--- config.mk ---
export PLATFORM = sky130hd
export DESIGN_NAME = fmr_isqrt
export DESIGN_NICKNAME = d
export VERILOG_FILES = /design/src/sv/fmr_pkg.sv /design/src/sv/fmr_isqrt.sv
export SDC_FILE = /design/constraint.sdc
export NUM_CORES = 2
export LEC_CHECK = 0
export ABC_AREA = 1
export ABC_CLOCK_PERIOD_IN_PS = 9960
export BUFFER_PORTS_ARGS = -buffer_cell sky130_fd_sc_hd__buf_2
export CORE_UTILIZATION = 55
export CTS_CLUSTER_SIZE = 8
export DETAILED_ROUTE_END_ITERATION = 10
export PLACE_DENSITY_LB_ADDON = 0.12
export REMOVE_ABC_BUFFERS = 1
export SLEW_MARGIN = 20
export SYNTH_ARGS = -nofsm -noshare
export SYNTH_HDL_FRONTEND = slang
export SYNTH_SLANG_ARGS = --single-unit
--- constraint.sdc ---
create_clock -name clk_i -period 9.96 [get_ports clk_i]
set_input_delay 1.992 -clock clk_i [delete_from_list [all_inputs] [get_ports clk_i]]
set_output_delay 1.992 -clock clk_i [all_outputs]
set_load 0.005 [all_outputs]
--- src/sv/fmr_pkg.sv ---
`timescale 1ns / 1ps
// ----------------------------------------------------------------------------
// fmr_pkg
// Shared types and constants for the metal surface Fresnel reflection core.
// ----------------------------------------------------------------------------
package fmr_pkg;

  // Fixed point formats
  localparam int DIR_FRAC_BITS   = 15;  // Q1.15 directions
  localparam int INDEX_FRAC_BITS = 12;  // Q4.12 index registers
  localparam int COS_FRAC_BITS   = 24;  // internal cosine format

  // Configuration registers
  localparam int CFG_IDX_W  = 2;
  localparam int CFG_DATA_W = 16;
  localparam logic [CFG_IDX_W-1:0] CFG_REAL_INDEX = 2'd0;
  localparam logic [CFG_IDX_W-1:0] CFG_IMAG_INDEX = 2'd1;
  localparam logic [CFG_DATA_W-1:0] REAL_INDEX_RST = 16'd4096;
  localparam logic [CFG_DATA_W-1:0] IMAG_INDEX_RST = 16'd0;

  // Square root pipeline: radicand width and result bits per stage
  localparam int SQRT_IN_W   = 64;
  localparam int SQRT_STEPS  = 4;
  localparam int SQRT_STAGES = (SQRT_IN_W / 2) / SQRT_STEPS;

  // Ratio divider pipeline
  localparam int DIV_NUM_W  = 46;
  localparam int DIV_Q_W    = 17;
  localparam int DIV_STEPS  = 3;
  localparam int DIV_STAGES = (DIV_Q_W + DIV_STEPS - 1) / DIV_STEPS;

  typedef struct packed {
    logic signed [15:0] dir_x;
    logic signed [15:0] dir_y;
    logic signed [15:0] dir_z;
    logic signed [15:0] normal_x;
    logic signed [15:0] normal_y;
    logic signed [15:0] normal_z;
    logic        [15:0] random_draw;
  } in_t;

  typedef struct packed {
    logic               absorbed;
    logic signed [15:0] out_x;
    logic signed [15:0] out_y;
    logic signed [15:0] out_z;
    logic        [15:0] reflectance;
  } out_t;

endpackage

--- src/sv/fmr_isqrt.sv ---
`timescale 1ns / 1ps
// ----------------------------------------------------------------------------
// fmr_isqrt
// Pipelined integer square root (floor), digit by digit, STEPS result bits
// per register stage.
// ----------------------------------------------------------------------------
module fmr_isqrt #(
  parameter int IN_W  = fmr_pkg::SQRT_IN_W,
  parameter int STEPS = fmr_pkg::SQRT_STEPS
) (
  input  logic              clk_i,
  input  logic              en_i,
  input  logic [IN_W-1:0]   rad_i,
  output logic [IN_W/2-1:0] root_o
);

  localparam int OUT_W = IN_W / 2;
  localparam int NSTG  = OUT_W / STEPS;
  localparam int RW    = OUT_W + 3;

  logic [IN_W-1:0]  rad_q  [NSTG];
  logic [RW-1:0]    rem_q  [NSTG];
  logic [OUT_W-1:0] root_q [NSTG];

  for (genvar s = 0; s < NSTG; s++) begin : g_stage
    logic [IN_W-1:0]  rad_in, rad_d;
    logic [RW-1:0]    rem_in, rem_d;
    logic [OUT_W-1:0] root_in, root_d;

    if (s == 0) begin : g_first
      assign rad_in  = rad_i;
      assign rem_in  = '0;
      assign root_in = '0;
    end else begin : g_next
      assign rad_in  = rad_q[s-1];
      assign rem_in  = rem_q[s-1];
      assign root_in = root_q[s-1];
    end

    always_comb begin
      logic [RW-1:0] trial;
      rad_d  = rad_in;
      rem_d  = rem_in;
      root_d = root_in;
      trial  = '0;
      for (int t = 0; t < STEPS; t++) begin
        // bring down the next two radicand bits
        rem_d = {rem_d[RW-3:0], rad_d[IN_W-1 -: 2]};
        rad_d = rad_d << 2;
        trial = {1'b0, root_d, 2'b01};
        if (rem_d >= trial) begin
          rem_d  = rem_d - trial;
          root_d = {root_d[OUT_W-2:0], 1'b1};
        end else begin
          root_d = {root_d[OUT_W-2:0], 1'b0};
        end
      end
    end

    always_ff @(posedge clk_i) begin
      if (en_i) begin
        rad_q[s]  <= rad_d;
        rem_q[s]  <= rem_d;
        root_q[s] <= root_d;
      end
    end
  end

  assign root_o = root_q[NSTG-1];

endmodule

# Yosys cells after proc, flatten, opt, wreduce, memory -nomap -nowiden
# Memory sizes are Yosys's and may differ from the RTL's.
# Cells that the tools add are included.
# Widths: inputs -> output; s select.
[op_classes]
addsub = 32
order_cmp = 32
n_mux = 66
[op_table]
columns = ["op", "n"]
rows = [
  ["$ge 35x34->1", 28],
  ["$mux 33", 24],
  ["$sub 33x33->33", 21],
  ["$mux 35", 8],
  ["$sub 35x34->35", 7],
  ["$ge 35x3->1", 1],
  ["$ge 35x4->1", 1],
  ["$ge 35x5->1", 1],
  ["$sub 35x5->35", 1],
  ["$mux 1", 34],
  ["$sub 33x3->33", 1],
  ["$sub 33x4->33", 1],
  ["$sub 2x1->3 const B", 1],
  ["$ge 2x1->1 const B", 1],
]
[totals]
regBits = 0
mem_bits_rw = 984
input_bits = 66
out_inout_bits = 32
word_cells = 133
memories = 3
[memory_table]
columns = ["memory", "words", "word_bits", "read_ports", "rd_ports_with_merged_regs", "wr", "line_no", "source"]
rows = [
  ["rad_q", 8, 56, 7, 0, 8, "fmr_isqrt.sv:21", "logic [IN_W-1:0] rad_q [NSTG];"],
  ["rem_q", 8, 35, 7, 0, 8, "fmr_isqrt.sv:22", "logic [RW-1:0] rem_q [NSTG];"],
  ["root_q", 8, 32, 8, 0, 8, "fmr_isqrt.sv:23", "logic [OUT_W-1:0] root_q [NSTG];"],
]

# Logic depth before layout (Yosys ltp)
# An unclocked memory read counts as a cell.
[logic_depth]
ltp_word = 9
depth_mapped = 66

# Worst setup path after synthesis
# No wires, ideal clock.
[synth_timing]
path_type = "flip-flop to flip-flop"
from = "memory root_q[1][52] in the netlist's numbering"
to = "memory rem_q[6][11] in the netlist's numbering, data pin"
arrival_time_ns = 8.465
slack_ns = 1.233
path_stages_with_launch = 58
n_path_buf = 8
cell_sequence = "edfxtp_1 inv_1 ha_1 nand2_1 inv_1 a21oi_1 inv_1 nand2_1 nand3_1 nor2_1 nand2_2 buf_2 inv_1 clkbuf_1 a21oi_1 o21ai_0 o21ai_0 inv_1 (+22 left out) clkinv_1 clkbuf_1 nand2_1 o21ai_0 ha_1 a21oi_1 inv_1 a21oi_1 a21boi_0 nand2_1 nand3_1 nand2_1 nand2_1 nand3_2 inv_2 buf_2 buf_2 o21ai_0"
[synth_rtl]
columns = ["element", "line_no"]
rows = [
  ["start, declared", "fmr_isqrt.sv:23"],
  ["end, declared", "fmr_isqrt.sv:22"],
]

==> run_results.csv <==
group,metric,value,unit
status,outcome,"completed",
synth,synth-xor-area-share,0.0598,
critical_path,worstPathArrival,9.95,ns
sta,relSlewSlack,0.326,
layout,fin_nets,12492,
grt,grt_pass1_wl,397,mm
clock_tree,clockBufferDepth,3,
route,vias,79353,
critical_path,crit_slowest_cell,"o21ai_0",
synth,synth-edff-count,599,
floorplan,rows,132,
synth,synth_area,0.0726,mm^2
floorplan,fp.coreArea,0.130,mm^2
sta,period_share,0.956,
route,vias_per_cell,5.82,
sta,min_period,9.52,ns
sta,setup_tns,0,ns
synth,synth_area_per_cell,6.36,um^2
grt,antenna_found_initial,5,
route,wl_per_cell,19.1,um
synth,yosysWarningCount,0,
clock_tree,clock-sinks,599,
floorplan,dieHeight,365,um
sta,whs,0.409,ns
sta,hold_violations,0,
grt,grt_max_degree,164,
sta,fmax,0.105,GHz
sta,drv_slew,0,
floorplan,start_util,0.557,
critical_path,start_kind,"flop",
route,route.detailed.drc,0,
grt,use_met3,0.0610,
clock_tree,cts_made_buffers,88,
route,drtAntennaViolNets,0,
critical_path,cp_max_fo,27,
route,drt_iter0_drc,8980,
sta,worstMarginPinSlew,1.01,ns
synth,synthSimpleGateAreaFrac,0.375,
placed_design,portBuffers,97,
route,wl,260,mm
sta,finalSetupViolations,0,
grt,overflow,0,
grt,grt_busiest_layer,"met2",
synth,synth_top_family_by_area,"simple AND/OR/NAND/NOR gates",
synth,synth-compound-area-share,0.130,
floorplan,ios,98,
route,dr.pass1.iters,8,
floorplan,design.die.area,0.134,mm^2
grt,grt_usage,0.377,
critical_path,reg2reg_depth,54,
clock_tree,path_clk_slew,0.06,ns
critical_path,slowest_delay,0.52,ns
clock_tree,clock_latency,0.74,ns
clock_tree,tritoncts,"yes",
placed_design,finalWeightedCongestion,1.11,
layout,drive_gt1_frac,0.0855,
layout,layout_common_cells,"nand2_1, inv_1, nor2_1, nand3_1, a21oi_1",
critical_path,critical_path_class,"flop to flop",
layout,area.sequential,0.0180,mm^2
layout,nFillCells,12523,
min_path,holdPathStages,0,
layout,multi_input_area,0.0482,mm^2
synth,synth_seq_area_share,0.248,
layout,antennaDiodeCount,0,
grt,met2_usage,0.603,
critical_path,cp_common_cell,"nand2_1",
grt,use_met1,0.502,
clock_tree,root_buffer,"clkbuf_16",
clock_tree,htreeDepth,3,
critical_path,critPathCaptureType,"flop",
placed_design,dp_hpwl,215,mm
flow_run,max_cap_violations,0,
layout,syn_to_final_growth,10.5,%
synth,ys_types,66,
sta,skew,0.0703,ns
min_path,hold_class,"flop to flop",
floorplan,die_width,365,um
critical_path,cp.required,10.39,ns
layout,finish.utilization,0.616,
synth,synthArstFlopShare,0,
synth,yosys_most_used_dff,"edfxtp_1",
synth,syn_inst,11423,
grt,grt_pass1_vias,73062,
synth,synth_fa_ha_area_frac,0.0965,
synth,ys_seq_elements,599,
synth,synthMuxAreaShare,0.000276,
layout,final_common_cell,"nand2_1",
## synthesized netlist by cell type, types with 8 or more instances
master	number	area [um^2]
edfxtp_1	599	18000
inv_2	50	188
and2_1	21	131
nand2_4	15	169
nor4_1	26	163
buf_2	26	130
o221a_2	10	113
o211ai_1	14	105
o21bai_1	37	278
o21a_1	49	368
inv_1	1477	5540
a211oi_1	12	90.1
and3_1	11	68.8
o21ai_0	703	3520
nor3_1	152	761
buf_6	29	327
xor2_1	201	1760
nand4_1	210	1310
clkinv_1	8	30.0
buf_4	9	67.6
nand3b_1	100	751
nor2_2	61	382
o31ai_1	9	67.6
a21oi_2	37	324
clkbuf_1	64	240
nand2_1	3405	12800
or2_2	41	257
nor2_4	17	191
nor2_1	1378	5170
a31oi_1	30	188
a21boi_0	16	120
o21ai_2	9	78.8
nand2_2	71	444
a21oi_1	689	3450
ha_1	560	7010
nand3_1	784	3920
buf_1	9	33.8
o21ai_1	56	280
nand3_2	42	420
xnor2_1	295	2580
a21o_1	23	173
## per-stage QoR
step           instances  instance area (um^2)  setup WS (ns)
5_1_grt            13630                 80200        -0.0320
3_5_place_dp       13481                 77400        0.00304
4_1_cts            13593                 79800        0.00819
6_report           13630                 80200          0.438
3_3_place_gp       13481                 77400         -0.134
2_1_floorplan      11288                 71800          0.175
## worst paths after layout
path,start,to,slack (ns)
worst min-delay path,rad_q[2][46],rad_q[3][54],0.41
worst min register to register,rad_q[2][46],rad_q[3][54],0.41
worst max register to register,root_q[1][10],rem_q[5][1],0.44
worst max-delay path,root_q[1][10],rem_q[5][1],0.44
## state kept, by name, indices dropped and copies added (netlist names)
register,flops
rem_q,231
root_q,144
rad_q,224
## metal layers
layer / routed length, um / part of all wire
met2: 114000 / 0.44
met3: 24600 / 0.095
met4: 12200 / 0.047
met1: 109000 / 0.42
met5: 28 / 0.00011
## area by class of cell
cell class | count | share of cell area
Clock buffer | 94 | 0.0277
Clock inverter | 18 | 0.00212
Inverter | 1537 | 0.0722
Multi-Input combinational cell | 9154 | 0.601
Sequential cell | 599 | 0.224
Tap cell | 1742 | 0.0272
Timing Repair Buffer | 483 | 0.0452
Timing Repair inverter | 3 | 0.000250
## what timing repair did
action | 4_1_cts | 5_1_grt
gates resized for setup | 1 | 94
pin swaps | 0 | 8
endpoints found under the setup margin | 5 | 123
buffers inserted | 0 | 32
cloned | 0 | 5
hold buffers | 0 | 0
## worst max-delay path: cells and delay by family, from the launching register on
kind            cells  cell delay [ns]
buf+inv            15             1.91
simple gates       28             3.42
compound gates      7             1.98
flops               1             0.51
fa+ha+maj           4             1.38
## cell families after synthesis
family,after synthesis
muxes,2
buffers and inverters,1675
xor gates and xnor gates,496
other,1
and+or+nand+nor,6365
AOI/OAI and AO/OA,1725
DFF,599
adders and majority gates,560
Power is left out: the tool's default activity adds up to more than one toggle a clock period on the data nets, which glitch-free logic cannot reach.
