### config.mk
export PLATFORM = sky130hd
export DESIGN_NAME = fmr_div
export DESIGN_NICKNAME = d
export VERILOG_FILES = /design/src/sv/fmr_pkg.sv /design/src/sv/fmr_div.sv
export SDC_FILE = /design/constraint.sdc
export NUM_CORES = 2
export LEC_CHECK = 0
export BUFFER_PORTS_ARGS = -buffer_cell sky130_fd_sc_hd__buf_2
export CORE_MARGIN = 4
export CORE_UTILIZATION = 55
export CTS_CLUSTER_DIAMETER = 50
export DETAILED_ROUTE_END_ITERATION = 16
export GPL_ROUTABILITY_DRIVEN = 0
export PLACE_DENSITY_LB_ADDON = 0.15
export SLEW_MARGIN = 20
export SYNTH_ARGS = -nofsm -noshare
export SYNTH_HDL_FRONTEND = slang
export SYNTH_SLANG_ARGS = --single-unit
### constraint.sdc
create_clock -name clk_i -period 27.4 [get_ports clk_i]
set_input_delay 1.37 -clock clk_i [delete_from_list [all_inputs] [get_ports clk_i]]
set_output_delay 1.37 -clock clk_i [all_outputs]
set_load 0.1 [all_outputs]
### src/sv/fmr_pkg.sv
`timescale 1ns / 1ps
// ----------------------------------------------------------------------------
// fmr_pkg
// Shared types and constants for the metal surface Fresnel reflection core.
// ----------------------------------------------------------------------------
package fmr_pkg;

  // Fixed point formats
  localparam int DIR_FRAC_BITS   = 15;  // Q1.15 directions
  localparam int INDEX_FRAC_BITS = 12;  // Q4.12 index registers
  localparam int COS_FRAC_BITS   = 24;  // internal cosine format

  // Configuration registers
  localparam int CFG_IDX_W  = 2;
  localparam int CFG_DATA_W = 16;
  localparam logic [CFG_IDX_W-1:0] CFG_REAL_INDEX = 2'd0;
  localparam logic [CFG_IDX_W-1:0] CFG_IMAG_INDEX = 2'd1;
  localparam logic [CFG_DATA_W-1:0] REAL_INDEX_RST = 16'd4096;
  localparam logic [CFG_DATA_W-1:0] IMAG_INDEX_RST = 16'd0;

  // Square root pipeline: radicand width and result bits per stage
  localparam int SQRT_IN_W   = 64;
  localparam int SQRT_STEPS  = 4;
  localparam int SQRT_STAGES = (SQRT_IN_W / 2) / SQRT_STEPS;

  // Ratio divider pipeline
  localparam int DIV_NUM_W  = 46;
  localparam int DIV_Q_W    = 17;
  localparam int DIV_STEPS  = 3;
  localparam int DIV_STAGES = (DIV_Q_W + DIV_STEPS - 1) / DIV_STEPS;

  typedef struct packed {
    logic signed [15:0] dir_x;
    logic signed [15:0] dir_y;
    logic signed [15:0] dir_z;
    logic signed [15:0] normal_x;
    logic signed [15:0] normal_y;
    logic signed [15:0] normal_z;
    logic        [15:0] random_draw;
  } in_t;

  typedef struct packed {
    logic               absorbed;
    logic signed [15:0] out_x;
    logic signed [15:0] out_y;
    logic signed [15:0] out_z;
    logic        [15:0] reflectance;
  } out_t;

endpackage

### src/sv/fmr_div.sv
`timescale 1ns / 1ps
// ----------------------------------------------------------------------------
// fmr_div
// Pipelined restoring divider giving floor(num * 2^(Q_W-1) / den).
// Expects num < 2*den; the caller handles the other cases.
// ----------------------------------------------------------------------------
module fmr_div #(
  parameter int NUM_W = fmr_pkg::DIV_NUM_W,
  parameter int Q_W   = fmr_pkg::DIV_Q_W,
  parameter int STEPS = fmr_pkg::DIV_STEPS
) (
  input  logic             clk_i,
  input  logic             en_i,
  input  logic [NUM_W-1:0] num_i,
  input  logic [NUM_W-1:0] den_i,
  output logic [Q_W-1:0]   quot_o
);

  localparam int NSTG = (Q_W + STEPS - 1) / STEPS;
  localparam int RW   = NUM_W + 1;

  logic [RW-1:0]    rem_q [NSTG];
  logic [NUM_W-1:0] den_q [NSTG];
  logic [Q_W-1:0]   quo_q [NSTG];

  for (genvar s = 0; s < NSTG; s++) begin : g_stage
    logic [RW-1:0]    rem_in, rem_d;
    logic [NUM_W-1:0] den_in;
    logic [Q_W-1:0]   quo_in, quo_d;

    if (s == 0) begin : g_first
      assign rem_in = {1'b0, num_i};
      assign den_in = den_i;
      assign quo_in = '0;
    end else begin : g_next
      assign rem_in = rem_q[s-1];
      assign den_in = den_q[s-1];
      assign quo_in = quo_q[s-1];
    end

    always_comb begin
      logic q_bit;
      rem_d = rem_in;
      quo_d = quo_in;
      q_bit = 1'b0;
      for (int t = 0; t < STEPS; t++) begin
        if (s * STEPS + t < Q_W) begin
          q_bit = (rem_d >= {1'b0, den_in});
          if (q_bit) begin
            rem_d = rem_d - {1'b0, den_in};
          end
          // remainder stays below den here, so the shift cannot overflow
          rem_d = rem_d << 1;
          quo_d = {quo_d[Q_W-2:0], q_bit};
        end
      end
    end

    always_ff @(posedge clk_i) begin
      if (en_i) begin
        rem_q[s] <= rem_d;
        den_q[s] <= den_in;
        quo_q[s] <= quo_d;
      end
    end
  end

  assign quot_o = quo_q[NSTG-1];

endmodule

Word-level counts from Yosys, hierarchy flattened --
Memories as Yosys holds them, arrays and structs flattened. Cells that the tools add are included.
Storage, ports and cells: register bits after elaboration 0, RAM bits 654, word-level logic and storage cells 56, memories kept 3
Cells by class: add/subtract/negate cells 17, order comparisons 17, mux-type cells 19
Memories:
- den_q | depth 6, width 46, rd ports 5, clocked after Yosys merged registers in 0, wr ports 6, RTL line fmr_div.sv:23 | logic [NUM_W-1:0] den_q [NSTG];
- rem_q | depth 6, width 46, rd ports 5, clocked after Yosys merged registers in 0, wr ports 6, RTL line fmr_div.sv:22 | logic [RW-1:0] rem_q [NSTG];
- quo_q | depth 6, width 17, rd ports 6, clocked after Yosys merged registers in 0, wr ports 6, RTL line fmr_div.sv:24 | logic [Q_W-1:0] quo_q [NSTG];
Operators with widths (number):
- $mux 46 | 17
- $sub 46x46->46 | 17
- $ge 47x46->1 | 16
- $ge 46x46->1 | 1
- $mux 1 | 2

Longest topological paths before layout --
An unclocked memory read counts as a cell.
depth in word-level cells 7, mapped depth 48, depth with buffers taken out 42

Worst setup path after synthesis --
No wires, ideal clock.
path kind input-to-reg, from input num_i[0], to memory rem_q[0][45] (netlist bit) (data pin), setup time 0.260 ns, data arrival time 10.807 ns, data required time 27.140 ns, slack 16.333 ns, stages 44, path buffers 5, cell sequence inv_1 ha_1 inv_1 fa_1 a21oi_1 o21ai_0 o2111a_1 o31ai_1 nand2_1 a221oi_1 a21oi_1 or2_2 clkbuf_1 clkbuf_1 buf_1 a21oi_1 ha_1 a21o_1 [... 8 more ...] o211a_2 clkbuf_1 clkbuf_1 mux2i_1 ha_1 o21a_1 o31a_1 a2111oi_0 o21ai_0 a41oi_1 or2_2 a21boi_1 a41oi_1 a21oi_1 a311o_1 a221oi_1 xnor2_1 mux2_2
RTL lines:
- start, declared | RTL line fmr_div.sv:14 | input logic [NUM_W-1:0] num_i,
- end, declared | RTL line fmr_div.sv:22

==> results by stage <==
Run status:
- The run finished with clean final reports.

Clocking:
- The number of buffers inserted for hold repair after clock tree synthesis is 0.
- TritonCTS built the clock tree.
- CTS built an H-tree with a depth of 3.
- The clock root buffer is clkbuf_16.
- The number of clock sinks is 522.
- The clock latency of the later-clocked register in the worst-skew pair is 660 ps.
- Post-CTS repair changed the size of 0 cells.
- The clock buffer count from CTS is 79.
- The number of buffers on the longest clock path is 3.
- After clock tree synthesis, the clock-pin slew on the worst setup and hold paths is 60 ps.
- In this run the post-CTS setup repair buffer count came out at 0.

Synth:
- After synthesis the netlist holds a flip-flop and latch count of 522.
- The largest family of logic cells by synthesized area is compound AO/OA/AOI/OAI gates.
- The average cell area after synthesis is 8.486 sq um.
- The instance count of the mapped netlist is 7435.
- The share of synthesized cell area in full adder, half adder and majority cells is 0.1553.
- The synthesized-area fraction occupied by xor and xnor cells is 0.08842.
- The library cell occupying the most area in the post-synthesis netlist is edfxtp_1.
- The async set-reset flop share out of synthesis is 0.
- In the post-synthesis netlist, the biggest area contributors are edfxtp_1 25%, ha_1 15%, a21oi_1 6.3%.
- The primary flip-flop cell chosen by synthesis mapping is edfxtp_1.
- The count of unique library cells instantiated by Yosys is 100.
- The mapped netlist covers 63090 sq um.
- The multiplexer share of the synthesized area is 0.06899.
- Of the synthesized area, sequential elements account for 0.2484.
- The number of flops mapped to enable cells by yosys is 522.
- The post-synth net total is 8308.
- Of the total synthesized cell area, the portion taken by AND, OR, NAND and NOR gates is 0.1479.
- The post-synthesis compound-gate area fraction is 0.2481.
- Of the post-synthesis cell area, the dominant cell type holds 0.2484.
- For this run, the number of Yosys warnings is 0.

Timing:
- In the finished design, the share of the clock period the worst path needs comes to 0.5037.
- Measured against its own limit, the worst slew margin works out to 0.1024.
- The worst-case setup margin in the final layout is 13600 ps.
- The setup TNS is 0 ps.
- The worst path in the final design needs a cycle of 13800 ps, including I/O delays and setup.
- Timing would allow up to 72.46 MHz.
- Setup repair after global routing left no endpoint under its margin.
- Across the routed clock network, the largest skew measured is 30.10 ps.
- The final number of max-transition violations is 0.
- The final number of hold-violating endpoints is 0.
- The transition time of the tightest slew-check pin is 1336 ps.
- The final setup violation count is 0.

Worst setup path:
- The largest driver fanout on the critical path is 46.
- The register-to-register path setup slack is 13600 ps.
- The endpoint class of the critical path is a flip-flop.
- The capture point of the worst reg-to-reg path is rem_q[3][2]$_DFFE_PP_.
- The launching instance or port of the critical path is den_q[2][1]$_DFFE_PP_.
- The worst register-to-register path begins at den_q[2][1]$_DFFE_PP_.
- The setup path with the least slack is of type flip-flop to flip-flop.
- For the worst flop-to-flop path, the logic depth is 41.
- Data arrives at the worst endpoint at 14200 ps.
- The endpoint of the most critical setup path is rem_q[3][2]$_DFFE_PP_.
- The cell at the slowest stage of the critical path is or4b_2.
- At the worst endpoint, the required time is 27800 ps.
- The delay of the slowest cell on the worst path is 950 ps.
- The kind of start point of the critical path is a flip-flop.

Finish:
- After the last flow step, the layout net total stands at 8350.
- The fraction of layout cells with a size suffix above 1 is 0.09031.
- From synthesis to final layout, the design area changed by 7.327%.
- The fraction of the core area covered by cells at the end of the flow is 0.5978.
- The finished layout holds 9041 standard cells, fillers aside.
- The number of diodes is 0.

Global routing:
- Entering global routing, the biggest net connects 90 pins.
- For this run, the total global-route usage over all layers was measured as 0.2919.
- The first global-routing pass estimated 285000 um of wire.
- The number of antenna violations at the first check in global routing was 1.
- The number of global-route vias before repair is 54.65k.
- The total congestion overflow after global routing is 0.

Floorplanning:
- The region available for standard cell placement spans 113300 sq um.
- The initialized floorplan defines 123 standard-cell rows.
- In this run the vertical extent of the chip is 346.7 um.
- The die is 346.7 um wide.
- The I/O pin count is 111.
- The total die area is 120200 sq um.
- The effective utilization at floorplan is 0.5570.

Drt:
- The count of TritonRoute iterations in the first routing pass is 6.
- After the first detailed-routing iteration, the DRC count stood at 3718.
- The detail-routed via count per cell is 6.188.
- The routed design has 182200 um of wire.
- The via count is 55.95k.
- The number of design rule violations left after detail routing is 0.
- In the final routed layout, each cell accounts on average for 20.15 um.
- The count of nets left with antenna violations once routing finished came out at 0.

Place:
- The number of I/O port buffers is 110.
- At the placement stage, the worst setup path has a slack of 13610 ps.
- The detailed placement HPWL is 150700 um.
- The number of instances in the placed design is 8896.

Job:
- The total of max-cap violations is 0.

Min path:
- In this run the worst hold path is classified as flip-flop to flip-flop.
state kept, by name (all words and copies together) (netlist names):
signal and flops:
rem_q 230, quo_q 62, den_q 230
synthesized netlist by cell type, types with 17 or more instances:
| cell type | count |
|---|---|
| o22ai_1 | 18 |
| and2_1 | 41 |
| edfxtp_1 | 522 |
| o21a_1 | 103 |
| a31oi_1 | 76 |
| nand4_1 | 116 |
| a21o_1 | 414 |
| xor2_1 | 219 |
| mux2_2 | 279 |
| nor4_1 | 30 |
| a21boi_0 | 31 |
| and4_1 | 20 |
| a311oi_1 | 17 |
| ha_1 | 772 |
| mux2_4 | 38 |
| nor2_1 | 496 |
| inv_1 | 487 |
| a211oi_1 | 58 |
| nand2b_1 | 106 |
| a221o_1 | 19 |
| buf_1 | 19 |
| clkbuf_1 | 134 |
| a211o_1 | 17 |
| xnor2_1 | 418 |
| a21oi_1 | 791 |
| nand3_1 | 161 |
| nand2_1 | 597 |
| o211ai_1 | 29 |
| o21ai_0 | 538 |
| o21bai_1 | 103 |
| a221oi_1 | 22 |
| buf_2 | 22 |
| nor3_1 | 118 |
| o31ai_1 | 64 |
| or2_2 | 28 |
| and3_1 | 63 |
| mux2_1 | 40 |
| or3_1 | 33 |
| mux2i_1 | 19 |
| nor2b_1 | 92 |
per-stage QoR:
step	area [sq um]	hold slack, ps
finish	67720	400.9
global route	67720	414.3
CTS	67710	398.3
detailed placement	65030	404.5
global placement	65020	401.2
floorplan	63090	400.3
worst max-delay path, delay by kind of cell, from the launching register on:
family	cells	cell delay (ps)
flops	1	480
compound gates	25	7390
mux	2	760
simple gates	7	2210
fa+ha+maj	3	920
buf+inv	4	1680
kinds of logic (layout without fill, tap and decap cells):
logic type | Yosys count | in the layout
simple gates | 1955 | 1955
fa+ha+maj | 779 | 779
compound gates | 2485 | 2485
xor+xnor | 637 | 637
buf+inv | 681 | 787
flops | 522 | 522
mux | 376 | 376
layout make-up:
type / count / area [sq um]
Fill cell: 10130 / 45550
Inverter: 493 / 1851
Multi-Input combinational cell: 6232 / 44790
Clock buffer: 90 / 2103
Tap cell: 1500 / 1877
Sequential cell: 522 / 15680
Timing Repair Buffer: 149 / 853.3
Clock inverter: 55 / 573.1
routing by layer:
layer	GRT usage	share of wire
met1	0.3291	0.40
met2	0.5219	0.49
met3	0.02638	0.038
met4	0.2004	0.079
met5	0	0
cells in the final DEF, fill, tap and decap left out, types with 102 or more instances in the layout:
cell type	count
xnor2_1	418
nand2b_1	106
mux2_2	279
o21bai_1	103
ha_1	772
xor2_1	219
nand4_1	116
nand2_1	594
edfxtp_1	522
nor2_1	496
nor3_1	118
nand3_1	161
a21o_1	414
a21oi_1	791
buf_2	109
o21a_1	102
inv_1	487
o21ai_0	538
worst min path at each step:
stage | startpoint | endpoint | slack [ps] | cells past startpoint
6_report | quo_q[2][3]$_DFFE_PP_ | quo_q[3][6]$_DFFE_PP_ | 400 | 0
5_1_grt | quo_q[4][4]$_DFFE_PP_ | quo_q[5][6]$_DFFE_PP_ | 410 | 0
4_1_cts | quo_q[2][3]$_DFFE_PP_ | quo_q[3][6]$_DFFE_PP_ | 400 | 0
3_5_place_dp | quo_q[0][2]$_DFFE_PP_ | quo_q[1][5]$_DFFE_PP_ | 400 | 0
3_3_place_gp | quo_q[3][6]$_DFFE_PP_ | quo_q[4][9]$_DFFE_PP_ | 400 | 0
2_1_floorplan | quo_q[0][0]$_DFFE_PP_ | quo_q[1][3]$_DFFE_PP_ | 400 | 0
Power is left out: the tool's default activity adds up to more than one toggle a clock period on the data nets, which glitch-free logic cannot reach.
